===== config.mk =====
export PLATFORM = sky130hd
export DESIGN_NAME = clbr_ctrl
export DESIGN_NICKNAME = d
export VERILOG_FILES = /design/src/rtl/clbr_pkg.sv /design/src/rtl/clbr_ctrl.sv
export SDC_FILE = /design/constraint.sdc
export NUM_CORES = 1
export LEC_CHECK = 0
export ABC_CLOCK_PERIOD_IN_PS = 2510
export BUFFER_PORTS_ARGS = -buffer_cell sky130_fd_sc_hd__buf_2
export CORE_ASPECT_RATIO = 0.9
export CORE_MARGIN = 5
export CORE_UTILIZATION = 50
export CTS_CLUSTER_DIAMETER = 80
export DETAILED_ROUTE_END_ITERATION = 12
export PLACE_DENSITY_LB_ADDON = 0.3
export REMOVE_ABC_BUFFERS = 1
export SLEW_MARGIN = 30
export SYNTH_ARGS = -nofsm -noshare
export SYNTH_HDL_FRONTEND = slang
export SYNTH_SLANG_ARGS = --single-unit

===== constraint.sdc =====
create_clock -name clk -period 2.51 [get_ports clk]
set_clock_uncertainty 0.1 [all_clocks]
set_input_delay 0.1255 -clock clk [delete_from_list [all_inputs] [get_ports clk]]
set_output_delay 0.1255 -clock clk [all_outputs]
set_load 0.02 [all_outputs]

===== src/rtl/clbr_pkg.sv =====
// Shared types and constants for the circular LED beam renderer.
package clbr_pkg;

    localparam int MAX_LEDS = 1024;

    // shared divider sizes
    localparam int DVD_W = 48;
    localparam int DVS_W = 32;
    localparam int CNT_W = 6;

    // quotient bits per division
    localparam logic [CNT_W-1:0] NB_TIME   = CNT_W'(32);
    localparam logic [CNT_W-1:0] NB_POS    = CNT_W'(33);
    localparam logic [CNT_W-1:0] NB_BOUND  = CNT_W'(30);
    localparam logic [CNT_W-1:0] NB_CENTRE = CNT_W'(26);
    localparam logic [CNT_W-1:0] NB_CHAN   = CNT_W'(8);

    // selectors: window bound or color channel
    localparam logic [1:0] SEL_LO   = 2'd0;
    localparam logic [1:0] SEL_HI   = 2'd1;
    localparam logic [1:0] CH_RED   = 2'd0;
    localparam logic [1:0] CH_GREEN = 2'd1;
    localparam logic [1:0] CH_BLUE  = 2'd2;

    typedef enum logic [2:0] {
        REG_RING_RANGE   = 3'd0,
        REG_MIN_COORD    = 3'd1,
        REG_MAX_COORD    = 3'd2,
        REG_TIME_DIVISOR = 3'd3,
        REG_PHASE_OFFSET = 3'd4,
        REG_BEAM_WIDTH   = 3'd5,
        REG_BEAM_COLOR   = 3'd6,
        REG_LED_COUNT    = 3'd7
    } reg_addr_t;

    typedef struct packed {
        logic [15:0] ring_range;
        logic [15:0] min_coord;
        logic [15:0] max_coord;
        logic [15:0] time_divisor;
        logic [15:0] phase_offset;
        logic [15:0] beam_width;
        logic [23:0] beam_color;
        logic [10:0] led_count;
    } cfg_t;

    typedef enum logic [4:0] {
        ST_IDLE,
        ST_TDIV,
        ST_TWAIT,
        ST_PDIV,
        ST_PWAIT,
        ST_SETPOS,
        ST_BOUNDS,
        ST_BDIV,
        ST_BWAIT,
        ST_BSET,
        ST_XPROD,
        ST_XDIV,
        ST_XWAIT,
        ST_DIST,
        ST_SQUARE,
        ST_CPROD,
        ST_CDIV,
        ST_CWAIT,
        ST_CSET,
        ST_OUT
    } state_t;

    typedef enum logic [3:0] {
        OP_NONE,
        OP_LOAD,
        OP_TDIV,
        OP_PDIV,
        OP_SETPOS,
        OP_BOUNDS,
        OP_BDIV,
        OP_BSET,
        OP_XPROD,
        OP_XDIV,
        OP_DIST,
        OP_SQUARE,
        OP_CPROD,
        OP_CDIV,
        OP_CSET,
        OP_OUT
    } dp_op_t;

    typedef struct packed {
        dp_op_t     op;
        logic [1:0] sel;
    } dp_cmd_t;

    typedef struct packed {
        logic div_busy;
    } dp_status_t;

endpackage


===== src/rtl/clbr_ctrl.sv =====
// Control state machine: sequences tick and pixel work through the datapath.
module clbr_ctrl (
    input  logic                   clk,
    input  logic                   rst_n,
    input  logic                   in_valid,
    input  logic                   in_action,
    output logic                   in_ready,
    output logic                   out_valid,
    input  logic                   out_ready,
    output clbr_pkg::dp_cmd_t      cmd,
    input  clbr_pkg::dp_status_t   status
);
    clbr_pkg::state_t state_reg, state_next;
    logic [1:0]       sel_reg, sel_next;
    logic             out_valid_reg, out_valid_next;
    logic             out_load;

    always_ff @(posedge clk or negedge rst_n)
    begin
        if (!rst_n)
        begin
            state_reg     <= clbr_pkg::ST_IDLE;
            sel_reg       <= '0;
            out_valid_reg <= 1'b0;
        end
        else
        begin
            state_reg     <= state_next;
            sel_reg       <= sel_next;
            out_valid_reg <= out_valid_next;
        end
    end

    always_comb
    begin
        state_next = state_reg;
        sel_next   = sel_reg;
        cmd.op     = clbr_pkg::OP_NONE;
        cmd.sel    = sel_reg;
        in_ready   = 1'b0;
        out_load   = 1'b0;
        unique case (state_reg)
            clbr_pkg::ST_IDLE:
            begin
                in_ready = 1'b1;
                if (in_valid)
                begin
                    cmd.op     = clbr_pkg::OP_LOAD;
                    state_next = in_action ? clbr_pkg::ST_XPROD : clbr_pkg::ST_TDIV;
                end
            end
            clbr_pkg::ST_TDIV:
            begin
                cmd.op     = clbr_pkg::OP_TDIV;
                state_next = clbr_pkg::ST_TWAIT;
            end
            clbr_pkg::ST_TWAIT:
            begin
                if (!status.div_busy)
                    state_next = clbr_pkg::ST_PDIV;
            end
            clbr_pkg::ST_PDIV:
            begin
                cmd.op     = clbr_pkg::OP_PDIV;
                state_next = clbr_pkg::ST_PWAIT;
            end
            clbr_pkg::ST_PWAIT:
            begin
                if (!status.div_busy)
                    state_next = clbr_pkg::ST_SETPOS;
            end
            clbr_pkg::ST_SETPOS:
            begin
                cmd.op     = clbr_pkg::OP_SETPOS;
                state_next = clbr_pkg::ST_BOUNDS;
            end
            clbr_pkg::ST_BOUNDS:
            begin
                cmd.op     = clbr_pkg::OP_BOUNDS;
                sel_next   = clbr_pkg::SEL_LO;
                state_next = clbr_pkg::ST_BDIV;
            end
            clbr_pkg::ST_BDIV:
            begin
                cmd.op     = clbr_pkg::OP_BDIV;
                state_next = clbr_pkg::ST_BWAIT;
            end
            clbr_pkg::ST_BWAIT:
            begin
                if (!status.div_busy)
                    state_next = clbr_pkg::ST_BSET;
            end
            clbr_pkg::ST_BSET:
            begin
                cmd.op = clbr_pkg::OP_BSET;
                if (sel_reg == clbr_pkg::SEL_HI)
                    state_next = clbr_pkg::ST_IDLE;
                else
                begin
                    sel_next   = clbr_pkg::SEL_HI;
                    state_next = clbr_pkg::ST_BDIV;
                end
            end
            clbr_pkg::ST_XPROD:
            begin
                cmd.op     = clbr_pkg::OP_XPROD;
                state_next = clbr_pkg::ST_XDIV;
            end
            clbr_pkg::ST_XDIV:
            begin
                cmd.op     = clbr_pkg::OP_XDIV;
                state_next = clbr_pkg::ST_XWAIT;
            end
            clbr_pkg::ST_XWAIT:
            begin
                if (!status.div_busy)
                    state_next = clbr_pkg::ST_DIST;
            end
            clbr_pkg::ST_DIST:
            begin
                cmd.op     = clbr_pkg::OP_DIST;
                state_next = clbr_pkg::ST_SQUARE;
            end
            clbr_pkg::ST_SQUARE:
            begin
                cmd.op     = clbr_pkg::OP_SQUARE;
                sel_next   = clbr_pkg::CH_RED;
                state_next = clbr_pkg::ST_CPROD;
            end
            clbr_pkg::ST_CPROD:
            begin
                cmd.op     = clbr_pkg::OP_CPROD;
                state_next = clbr_pkg::ST_CDIV;
            end
            clbr_pkg::ST_CDIV:
            begin
                cmd.op     = clbr_pkg::OP_CDIV;
                state_next = clbr_pkg::ST_CWAIT;
            end
            clbr_pkg::ST_CWAIT:
            begin
                if (!status.div_busy)
                    state_next = clbr_pkg::ST_CSET;
            end
            clbr_pkg::ST_CSET:
            begin
                cmd.op = clbr_pkg::OP_CSET;
                if (sel_reg == clbr_pkg::CH_BLUE)
                    state_next = clbr_pkg::ST_OUT;
                else
                begin
                    sel_next   = sel_reg + 2'd1;
                    state_next = clbr_pkg::ST_CPROD;
                end
            end
            clbr_pkg::ST_OUT:
            begin
                if (!out_valid_reg || out_ready)
                begin
                    cmd.op     = clbr_pkg::OP_OUT;
                    out_load   = 1'b1;
                    state_next = clbr_pkg::ST_IDLE;
                end
            end
            default:
            begin
                state_next = clbr_pkg::ST_IDLE;
            end
        endcase
        out_valid_next = (out_valid_reg && !out_ready) || out_load;
    end

    assign out_valid = out_valid_reg;
endmodule


==> Implementation_results.wiki, run 1 <==
{| class="wikitable"
! Metric !! Value
|-
| Achievable Freq || 441 MHz
|-
| Hold crit path type || input pin to async pin
|-
| Clock root buffer || clkbuf_4
|-
| Clk sink count || 8
|-
| Post-synth design cell area || 976 µm²
|-
| Average vias per placed instance || 6.04
|-
| Residual DRC || 0
|-
| Final min period || 2270 ps
|-
| Final setup violation count || 0
|-
| Die area || 2940 µm²
|-
| Unrepaired setup endpoints after global routing || false
|-
| Chain of cells forming the critical path || inv_1, nor2_1, o21a_1, a211oi_1, o32ai_1, buf_2
|-
| Router iterations before antenna repair || 4
|-
| Combined area of the multi-input logic cells || 642 µm²
|-
| Total track usage || between 10% and 20%
|-
| Quantity of I/O buffers inserted on ports || 13
|-
| Worst-path fanout max || 22
|-
| Syn avg cell area || 8.20 µm²
|-
| Required time of the critical path || roughly 2300 ps
|-
| Floorplan core area || about 1900 µm²
|-
| Kind of end point of the critical path || output port
|-
| Gate count after technology mapping || 119
|-
| Largest voltage drop on the vdd net || roughly 0.66 mV
|-
| Rows || 15
|-
| Number of pins with negative max-slew slack in the final report || 0
|-
| Final period util || 90.2%
|-
| Total vias in the final route || 936
|-
| Initial cell density of the core || 51.5%
|-
| P_leak || 0.000440 µW
|-
| Final routed wirelength across all metal layers || between 2000 and 2500 µm
|-
| Max-cap violations || 0
|-
| Count of nets after finishing || 140
|-
| Setup Fix Bufs, Post-CTS || 0
|-
| Share of async-settable or async-resettable flops after synthesis || 100%
|-
| Final setup TNS || 0 ps
|-
| Instance count after placement with tap cells included || about 150
|-
| Share of layout cells above drive strength 1 || 28.5%
|-
| Type of the worst setup path || flop to output port
|-
| Worst slack at placement || roughly 480 ps
|-
| Detailed placer's ending HPWL || 1830 µm
|-
| Worst-margin pin slew || 735 ps
|-
| CP delay by family, top || flip-flops
|-
| I/O pin count || 14
|-
| DIE HEIGHT || between 50 and 60 µm
|-
| Tot Pwr || between 1500 and 2000 µW
|-
| Number of diodes added for antenna fixing || 0
|-
| Final routed wire length divided by cell count || 15.1 µm
|-
| Post-route setup slack || 245 ps
|-
| Wire length of the first global-routing pass || 4330 µm
|-
| WP data arrival || a little over 2000 ps
|-
| Synthesis warning total || 0
|-
| Remaining number of nets flagged by the antenna check after routing || 0
|-
| Max reg flops || 5
|-
| Biggest cell delay along the critical path || 820 ps
|-
| Worst max-slew margin expressed relative to the limit || 51.0%
|-
| Count of state elements after synthesis || 8
|-
| Final RePlAce weighted congestion || 0.904
|-
| Pwr Density || 1470 nW/µm²
|-
| Synth Flop Type || dfrtp_1
|-
| Non-Filler Instances || 155
|-
| Num CTS Buffers || 3
|-
| Core occupancy in the finished layout || between 50 and 60%
|-
| Antenna violations before repair || 0
|-
| Clock slew at reported path FFs || ~60 ps
|-
| Signed area change from the synthesized netlist to the final layout || 7.56%
|-
| PostCTS Resize Cnt || 0
|-
| Clock tree from TritonCTS || built
|-
| Horizontal extent of the die || 56.6 µm
|-
| Final hold violation count || 0
|-
| Critical-path cell with the highest stage delay || dfrtp_1
|-
| Clock tree buffer depth || 2
|-
| Count of flip-flops with a built-in enable after synthesis || 0
|-
| Post-synthesis sequential area ratio || ~21%
|-
| Result of the run || completed
|-
| Pin count of the biggest net entering global routing || 23
|-
| Later-pin clock latency in the skew report || about 250 ps
|-
| Drt initial violations || 22
|-
| Post-synth cell types || 53
|-
| Max H-tree Level || 1
|-
| Worst setup SP type || flop
|-
| Number of buffer and inverter instances along the worst setup path || 2
|-
| Vias in the first global route || 967
|-
| Layout filler cell count || 200
|-
| Total overflow reported by the global router || 0
|-
| Register Area || 200 µm²
|}
==> cells in the final DEF, fill, tap and decap left out, types with 3 or more instances in the layout <==
master,n
buf_2,13
nor2_1,9
dfrtp_1,8
nor3_1,7
nand2_1,7
a21oi_1,6
inv_1,6
buf_4,6
o21ai_1,5
o21ai_0,4
nand3_1,4
o32ai_1,3
a31oi_1,3
clkbuf_4,3
==> cell type report <==
cell class	instances	share of cell area, %
multi-input cells	90	61.1
flip-flops and latches	8	19.1
repair buffers	20	11.4
inverters	9	3.22
well taps	25	2.98
clock buffers	3	2.15
==> report_power, final <==
part / switching [µW] / internal [µW]
combinational: 614 / 484
sequential: 164 / 182
clock: 45.7 / 54.9
==> stage by stage <==
step	instance area (µm²)	hold slack [ps]
after floorplan	876	-270
after global placement	1020	-123
after detailed placement	1020	-119
after CTS	1050	142
after global routing	1050	152
final	1050	141
==> routing by layer <==
metal / GRT usage, % / wire [µm] / vias to the layer above
met1: 23.1 / 1040 / 437
li1: - / - / 463
met3: 3.72 / 96 / 4
met4: 7.11 / 28 / 0
met5: 0 / 0 / -
met2: 31.3 / 1170 / 32
==> path summary, 6_finish.rpt <==
check	start	to	slack [ps]	cells past startpoint
min reg2reg	sel_reg[1]$_DFFE_PN0P_	sel_reg[1]$_DFFE_PN0P_	520	2
max reg2reg	state_reg[2]$_DFFE_PN0P_	state_reg[3]$_DFFE_PN0P_	470	5
min	rst_n	sel_reg[1]$_DFFE_PN0P_	140	2
max	state_reg[2]$_DFFE_PN0P_	cmd[4]	240	6
max in group asynchronous	rst_n	state_reg[0]$_DFFE_PN0P_	2000	2
min in group clk	in_action	state_reg[0]$_DFFE_PN0P_	300	4
==> cell families (layout without fill, tap and decap cells) <==
family                     after synthesis  after routing  synth area share, %
AOI/OAI and AO/OA                       43             43                 34.2
xor gates and xnor gates                 1              1                0.898
adders and majority gates                2              2                 2.56
buffers and inverters                   21             32                 13.7
DFF                                      8              8                 20.5
muxes                                    3              3                 3.59
and+or+nand+nor                         41             41                 24.5
==> synth_stat cells, types with 2 or more instances <==
master,n,area [µm²]
a211oi_1,2,15.0
a21oi_1,6,30.0
a2bb2oi_1,2,17.5
a31oi_1,3,18.8
buf_2,3,15.0
buf_4,4,30.0
buf_6,3,33.8
clkinv_1,2,7.51
dfrtp_1,8,200
ha_1,2,25.0
inv_1,6,22.5
mux2i_1,2,20.0
nand2_1,7,26.3
nand2b_1,2,12.5
nand3_1,4,20.0
nor2_1,9,33.8
nor3_1,7,35.0
o21a_1,2,15.0
o21ai_0,4,20.0
o21ai_1,5,25.0
o22ai_1,2,12.5
o32ai_1,3,26.3
==> what timing repair did <==
action                                  in CTS  in global routing
hold buffers                                 1                  0
endpoints found under the hold margin        8                  0
endpoints found under the setup margin       0                  0
==> worst reg2reg max path, delay by kind of cell (launching register included) <==
kind | cells | cell delay, ps
AOI/OAI and AO/OA | 2 | 280
DFF | 1 | 640
muxes | 1 | 320
and+or+nand+nor | 2 | 570
No activity file was read; power rests on OpenSTA's default activity.
==> run 2: changes to the inputs <==
--- a/config.mk
+++ b/config.mk
@@ -10,11 +10,11 @@
 export CORE_ASPECT_RATIO = 0.9
 export CORE_MARGIN = 5
 export CORE_UTILIZATION = 50
+export CTS_BUF_LIST = sky130_fd_sc_hd__clkbuf_8
 export CTS_CLUSTER_DIAMETER = 80
 export DETAILED_ROUTE_END_ITERATION = 12
 export PLACE_DENSITY_LB_ADDON = 0.3
 export REMOVE_ABC_BUFFERS = 1
-export SLEW_MARGIN = 30
 export SYNTH_ARGS = -nofsm -noshare
 export SYNTH_HDL_FRONTEND = slang
 export SYNTH_SLANG_ARGS = --single-unit
==> run 2 against run 1 <==
  * Clock power grew 53%
  * Hold slack gained 32 ps
  * Final area grew 1.8%
  * Register-to-register slack is essentially flat
  * Critical endpoint unchanged
  * Sequential share of layout area shrank 0.33 points
  * Largest power group unchanged
  * Via count shrank 0.32%
  * First-iteration DRC count grew 36%
==> Implementation_results.wiki, run 2 (synthesized netlist as in run 1, its figures left out) <==
{| class="wikitable"
! Metric !! Value
|-
| Result of the run || completed
|-
| Largest voltage drop on the vdd net || 0.662 mV (+0.44%)
|-
| Met2 track demand over resource in global routing || 31.5% (+0.19 points)
|-
| Number of pins with negative max-slew slack in the final report || 0 (unchanged)
|-
| Highest-count cells in the layout ignoring fill and taps || 13 x buf_2, 9 x nor2_1, 8 x dfrtp_1
|-
| Chain of cells forming the critical path || inv_1, nor2_1, o21a_1, a211oi_1, o32ai_1, buf_2
|-
| Floorplan core area || 1900 µm² (unchanged)
|-
| Drt initial violations || 30 (+36%)
|-
| Worst max-slew margin expressed relative to the limit || 51.8% (+0.82 points)
|-
| WP data arrival || 2000 ps (-40 ps)
|-
| Max H-tree Level || 1 (unchanged)
|-
| Hold crit path type || input pin to async pin
|-
| Max-cap violations || 0 (unchanged)
|-
| Reg-to-reg slack, setup || 480 ps (about the same)
|-
| Reg-to-reg critical path endpoint || state_reg[3]$_DFFE_PN0P_
|-
| Origin of the critical flop-to-flop path || state_reg[2]$_DFFE_PN0P_
|-
| Number of diodes added for antenna fixing || 0 (unchanged)
|-
| Post-Route Hold Slack || 173 ps (+32.2 ps)
|-
| Residual DRC || 0 (unchanged)
|-
| Clk sink count || 8 (unchanged)
|-
| Pwr Density || 1490 nW/µm² (+1.5%)
|-
| Die area || 2940 µm² (unchanged)
|-
| Unrepaired setup endpoints after global routing || false
|-
| Met3 Resource Use GR || 3.72% (unchanged)
|-
| Average vias per placed instance || 6.02 (-0.32%)
|-
| Final hold violation count || 0 (unchanged)
|-
| Remaining number of nets flagged by the antenna check after routing || 0 (unchanged)
|-
| Worst-path fanout max || 22 (unchanged)
|-
| Final period util || 88.6% (-1.6 points)
|-
| Required time of the critical path || 2280 ps (about the same)
|-
| Final setup TNS || 0 ps (unchanged)
|-
| Leading cell type in the layout, fill and taps excluded || buf_2
|-
| I/O pin count || 14 (unchanged)
|-
| Vias in the first global route || 974 (+0.72%)
|-
| DIE HEIGHT || 51.9 µm (unchanged)
|-
| Router iterations before antenna repair || 4 (unchanged)
|-
| Num CTS Buffers || 3 (unchanged)
|-
| GR peak layer || met2
|-
| Final routed wirelength across all metal layers || 2330 µm (-0.47%)
|-
| Clock root buffer || clkbuf_8
|-
| Critical-path cell with the highest stage delay || dfrtp_1
|-
| Routing usage on met1 || 23.2% (+0.15 points)
|-
| Share of layout cells above drive strength 1 || 28.5% (unchanged)
|-
| Worst reg-to-reg path cell count || 5 (unchanged)
|-
| Clock tree buffer depth || 2 (unchanged)
|-
| Worst setup SP type || flop
|-
| Wire length of the first global-routing pass || 4350 µm (+0.46%)
|-
| Final routed wire length divided by cell count || 15.0 µm (-0.47%)
|-
| Later-pin clock latency in the skew report || 230 ps (-20 ps)
|-
| Core occupancy in the finished layout || 56.4% (+0.99 points)
|-
| Antenna violations before repair || 0 (unchanged)
|-
| Final min period || 2220 ps (-40.9 ps)
|-
| Clock tree from TritonCTS || built
|-
| Final instance area || 1070 µm² (+1.8%)
|-
| Setup Fix Bufs, Post-CTS || 0 (unchanged)
|-
| Type of the worst setup path || flop to output port
|-
| Horizontal extent of the die || 56.6 µm (unchanged)
|-
| Cell Area, Placed || 1020 µm² (unchanged)
|-
| Rows || 15 (unchanged)
|-
| Layout filler cell count || 203 (+1.5%)
|-
| Final setup violation count || 0 (unchanged)
|-
| Quantity of I/O buffers inserted on ports || 13 (unchanged)
|-
| Final RePlAce weighted congestion || 0.904 (unchanged)
|-
| P_leak || 0.000448 µW (+1.8%)
|-
| Total overflow reported by the global router || 0 (unchanged)
|-
| Total vias in the final route || 933 (-0.32%)
|-
| Total track usage || 18.4% (-0.053 points)
|-
| Initial cell density of the core || 51.5% (unchanged)
|-
| Signed area change from the synthesized netlist to the final layout || 9.49%
|-
| Biggest cell delay along the critical path || 800 ps (-20 ps)
|-
| Detailed placer's ending HPWL || 1830 µm (unchanged)
|-
| Max reg flops || 5 (unchanged)
|-
| Count of nets after finishing || 140 (unchanged)
|-
| Pin count of the biggest net entering global routing || 23 (unchanged)
|-
| Clock slew at reported path FFs || 40 ps (-20 ps)
|-
| Worst-margin pin slew || 723 ps (-12.3 ps)
|-
| Kind of end point of the critical path || output port
|-
| Achievable Freq || 450 MHz (+1.8%)
|}
[run 2: repair_timing]
item | in CTS | in global routing
gates resized for setup | 0 | 0
endpoints found under the hold margin | 8 | 0
hold buffers | 1 | 0
[run 2: layer usage]
layer  wire length [µm]  part of all wire [%]  vias to the layer above
met1               1050                    45                      432
met5                  0                     0                        -
met2               1160                    50                       30
met3                 92                   4.0                        4
met4                 27                   1.2                        0
li1                   -                     -                      467
[run 2: area by class of cell]
type / instances / area, µm² / share of cell area [%]
clock buffer: 3 / 41.3 / 3.86
multi-input combinational: 90 / 642 / 60.1
timing repair buffer: 20 / 120 / 11.2
tap: 25 / 31.3 / 2.93
sequential: 8 / 200 / 18.7
inverter: 9 / 33.8 / 3.16
[run 2: worst max path at each step]
stage,from,to,depth (start not counted)
after floorplan,state_reg[0]$_DFFE_PN0P_,state_reg[3]$_DFFE_PN0P_,5
after global placement,state_reg[2]$_DFFE_PN0P_,state_reg[3]$_DFFE_PN0P_,5
after detailed placement,state_reg[2]$_DFFE_PN0P_,state_reg[3]$_DFFE_PN0P_,5
after CTS,state_reg[2]$_DFFE_PN0P_,cmd[4],6
after global routing,state_reg[2]$_DFFE_PN0P_,cmd[4],6
final,state_reg[2]$_DFFE_PN0P_,cmd[4],6
[run 2: worst max-delay path, delay by kind of cell, from the launching register on]
| kind | cells | cell delay, ps |
|---|---|---|
| compound gates | 3 | 330 |
| flops | 1 | 800 |
| simple gates | 1 | 280 |
| buf+inv | 2 | 350 |
[run 2: report_power, final]
| group | internal [µW] | switching, µW |
|---|---|---|
| clock | 104 | 50.7 |
| sequential | 182 | 162 |
| combinational | 484 | 612 |
[run 2: metrics by stage]
stage               cells  power (µW)  setup slack (ps)
floorplan             107        1130               527
global placement      151        1420               557
detailed placement    151        1440               478
CTS                   155        1600               271
global route          155        1740               121
finish                155        1600               286
==> run 3: changes to the inputs <==
--- a/config.mk
+++ b/config.mk
@@ -5,11 +5,11 @@
 export SDC_FILE = /design/constraint.sdc
 export NUM_CORES = 1
 export LEC_CHECK = 0
+export ABC_AREA = 1
 export ABC_CLOCK_PERIOD_IN_PS = 2510
 export BUFFER_PORTS_ARGS = -buffer_cell sky130_fd_sc_hd__buf_2
-export CORE_ASPECT_RATIO = 0.9
 export CORE_MARGIN = 5
-export CORE_UTILIZATION = 50
+export CORE_UTILIZATION = 60
 export CTS_BUF_LIST = sky130_fd_sc_hd__clkbuf_8
 export CTS_CLUSTER_DIAMETER = 80
 export DETAILED_ROUTE_END_ITERATION = 12
==> run 3 against run 2 <==
  * Combinational power down 27%
  * Register-to-register slack better by 260 ps
  * Largest cell class unchanged
  * Cell count increased by 5.8%
  * Die area decreased by 27%
  * Largest power group unchanged
  * Critical path type unchanged
  * Setup slack better by 240 ps
  * Core utilization increased by 16 points
  * Critical path depth up 1
  * Sequential power shrank 22%
  * Wire length down 8.1%
==> Implementation_results.wiki, run 3 <==
{| class="wikitable"
! Metric !! Value
|-
| Post-synth design cell area || 791 µm² (-19%)
|-
| Cell types with the highest counts after synthesis || 50 x nand2_1, 14 x nand3_1, 13 x inv_1
|-
| Total vias in the final route || 896 (-4.0%)
|-
| Max H-tree Level || 1 (unchanged)
|-
| Worst-margin pin slew || 414 ps (-308 ps)
|-
| Max-cap violations || 0 (unchanged)
|-
| Clock slew at reported path FFs || 40 ps (about the same)
|-
| Drt initial violations || 33 (+10%)
|-
| Average vias per placed instance || 5.46 (-9.2%)
|-
| Crit. Startpoint || state_reg[4]$_DFFE_PN0P_
|-
| Count of flip-flops with a built-in enable after synthesis || 0 (unchanged)
|-
| Register Area || 200 µm² (unchanged)
|-
| Kind of end point of the critical path || output port
|-
| Most common cell in the netlist || nand2_1
|-
| Antenna violations before repair || 0 (unchanged)
|-
| Clock tree buffer depth || 2 (unchanged)
|-
| Share of layout cells above drive strength 1 || 24.2% (-4.3 points)
|-
| I/O pin count || 14 (unchanged)
|-
| Number of pins with negative max-slew slack in the final report || 0 (unchanged)
|-
| Result of the run || completed
|-
| Quantity of I/O buffers inserted on ports || 13 (unchanged)
|-
| Final routed wire length divided by cell count || 13.1 µm (-13%)
|-
| Worst reg-to-reg path cell count || 8 (+3)
|-
| Clock tree from TritonCTS || built
|-
| Later-pin clock latency in the skew report || 230 ps (about the same)
|-
| Signed area change from the synthesized netlist to the final layout || 16.8%
|-
| Tot Pwr || 1230 µW (-23%)
|-
| Final setup TNS || 0 ps (unchanged)
|-
| Combined area of the multi-input logic cells || 513 µm² (-20%)
|-
| Layout filler cell count || 118 (-42%)
|-
| Router iterations before antenna repair || 4 (unchanged)
|-
| Worst-path fanout max || 11 (-50%)
|-
| Detailed placer's ending HPWL || 1700 µm (-6.6%)
|-
| Worst setup path endpoint || cmd[2]
|-
| Type of the worst setup path || flop to output port
|-
| Worst setup SP type || flop
|-
| Gate count after technology mapping || 133 (+12%)
|-
| DIE HEIGHT || 46.3 µm (-11%)
|-
| Final routed wirelength across all metal layers || 2140 µm (-8.1%)
|-
| Hold crit path type || input pin to flop
|-
| Syn avg cell area || 5.95 µm² (-28%)
|-
| Fraction of synthesized cell area taken by the top area cell type || 25.3% (+4.8 points)
|-
| Pin count of the biggest net entering global routing || 12 (-48%)
|-
| Final min period || 1990 ps (-237 ps)
|-
| Max reg flops || 5 (unchanged)
|-
| Total track usage || 22.7% (+4.2 points)
|-
| Remaining number of nets flagged by the antenna check after routing || 0 (unchanged)
|-
| P_leak || 0.000539 µW (+20%)
|-
| Switch share || 55.1% (+3.4 points)
|-
| Worst slack at placement || 789 ps (+311 ps)
|-
| Clk sink count || 8 (unchanged)
|-
| Origin of the critical flop-to-flop path || state_reg[4]$_DFFE_PN0P_
|-
| Synthesis warning total || 0 (unchanged)
|-
| Rows || 13 (-2)
|-
| Highest-count cells in the layout ignoring fill and taps || 50 x nand2_1, 14 x nand3_1, 13 x inv_1, 13 x buf_2, 12 x nor2_1
|-
| Die area || 2140 µm² (-27%)
|-
| Count of state elements after synthesis || 8 (unchanged)
|-
| NetSw || 678 µW (-18%)
|-
| WP data arrival || 1760 ps (-240 ps)
|-
| Final RePlAce weighted congestion || 0.980 (+8.5%)
|-
| Initial cell density of the core || 62.3% (+11 points)
|-
| Total overflow reported by the global router || 0 (unchanged)
|-
| Required time of the critical path || 2280 ps (about the same)
|-
| Post-synth cell types || 20 (-62%)
|-
| Vias in the first global route || 814 (-16%)
|-
| Floorplan core area || 1270 µm² (-33%)
|-
| Final period util || 79.2% (-9.4 points)
|-
| Cell types occupying the most area after synthesis || dfrtp_1 25%, nand2_1 24%, nand3_1 8.9%, inv_1 6.2%, nor2_1 5.7%
|-
| Leading cell type in the layout, fill and taps excluded || nand2_1
|-
| Count of nets after finishing || 159 (+14%)
|-
| Residual DRC || 0 (unchanged)
|-
| Num CTS Buffers || 3 (unchanged)
|-
| Number of diodes added for antenna fixing || 0 (unchanged)
|-
| Cell type with the largest total area after synthesis || dfrtp_1
|-
| Sequential cell fraction of total power || 21.9% (+0.3 points)
|-
| Combinational Power Share || 65.4% (-3.3 points)
|-
| Achievable Freq || 503 MHz (+12%)
|-
| Final hold violation count || 0 (unchanged)
|-
| Final setup violation count || 0 (unchanged)
|-
| Wire length of the first global-routing pass || 3480 µm (-20%)
|-
| Clock root buffer || clkbuf_8
|-
| Synth Flop Type || dfrtp_1
|-
| Share of async-settable or async-resettable flops after synthesis || 100% (unchanged)
|-
| Clock network fraction of total power || 12.7% (+3.0 points)
|-
| Horizontal extent of the die || 46.3 µm (-18%)
|-
| Setup Fix Bufs, Post-CTS || 0 (unchanged)
|-
| Reg-to-reg critical path endpoint || sel_reg[1]$_DFFE_PN0P_
|-
| Internal || 553 µW (-28%)
|-
| Reg-to-reg slack, setup || 740 ps (+260 ps)
|-
| Post-route setup slack || 522 ps (+237 ps)
|-
| Worst max-slew margin expressed relative to the limit || 72.4% (+21 points)
|-
| Largest voltage drop on the vdd net || 0.803 mV (+21%)
|-
| Unrepaired setup endpoints after global routing || false
|-
| Pwr Density || 1330 nW/µm² (-11%)
|-
| Post-synthesis sequential area ratio || 25.3% (+4.8 points)
|}
## run 3: layout make-up
type | count | share of cell area [%]
clock buffers | 3 | 4.47
inverters | 18 | 7.32
multi-input cells | 105 | 55.6
flip-flops and latches | 8 | 21.7
well taps | 15 | 2.03
repair buffers | 15 | 8.94
## run 3: kinds of logic after synthesis
kind of cell,Yosys count,share of synthesized area [%]
simple gates,96,55.7
fa+ha+maj,2,3.16
buf+inv,20,9.81
flops,8,25.3
compound gates,7,6.01
## run 3: worst min path at each step
stage              start                     end  slack, ps  cells past startpoint
2_1_floorplan      rst_n     out_valid$_DFF_PN0_       -270                      0
3_3_place_gp       rst_n  sel_reg[1]$_DFFE_PN0P_       -130                      1
3_5_place_dp       rst_n  sel_reg[1]$_DFFE_PN0P_       -120                      1
4_1_cts        out_ready     out_valid$_DFF_PN0_         30                      2
5_1_grt        out_ready     out_valid$_DFF_PN0_         30                      2
6_report       out_ready     out_valid$_DFF_PN0_         30                      2
## run 3: power groups by stage
stage / Clock [µW] / Sequential [µW] / Combinational, µW
detailed placement: 0 / 266 / 791
CTS: 159 / 267 / 799
global placement: 0 / 262 / 785
global route: 161 / 274 / 891
floorplan: 0 / 265 / 571
finish: 156 / 270 / 806
## run 3: metrics by stage
stage / cells / cell area [µm²] / util [%] / hold slack, ps
2_1_floorplan: 131 / 781 / - / -270
3_3_place_gp: 160 / 872 / 68.7 / -130
3_5_place_dp: 160 / 872 / 68.7 / -122
4_1_cts: 164 / 923 / 72.8 / 29.0
5_1_grt: 164 / 923 / 72.8 / 34.3
6_report: 164 / 923 / 72.8 / 28.0
## run 3: worst max-delay path, stage by stage, from the launching register on
cell and delay, ps:
dfrtp_1 520, inv_1 240, nand2_1 70, nor2_1 200, nand2_1 130, o21a_1 120, nand4_1 90, buf_2 170
## run 3: layer usage
metal	vias to the layer above	track usage, %	share of wire [%]
met4	0	3.41	0
met3	0	4.69	7.2
met2	37	39.6	49
met1	400	28.9	43
li1	459	-	-
met5	-	0	0
## run 3: timing repair
item	in CTS	in global routing
resized for setup	0	0
hold buffers	1	0
endpoints found under the hold margin	8	0
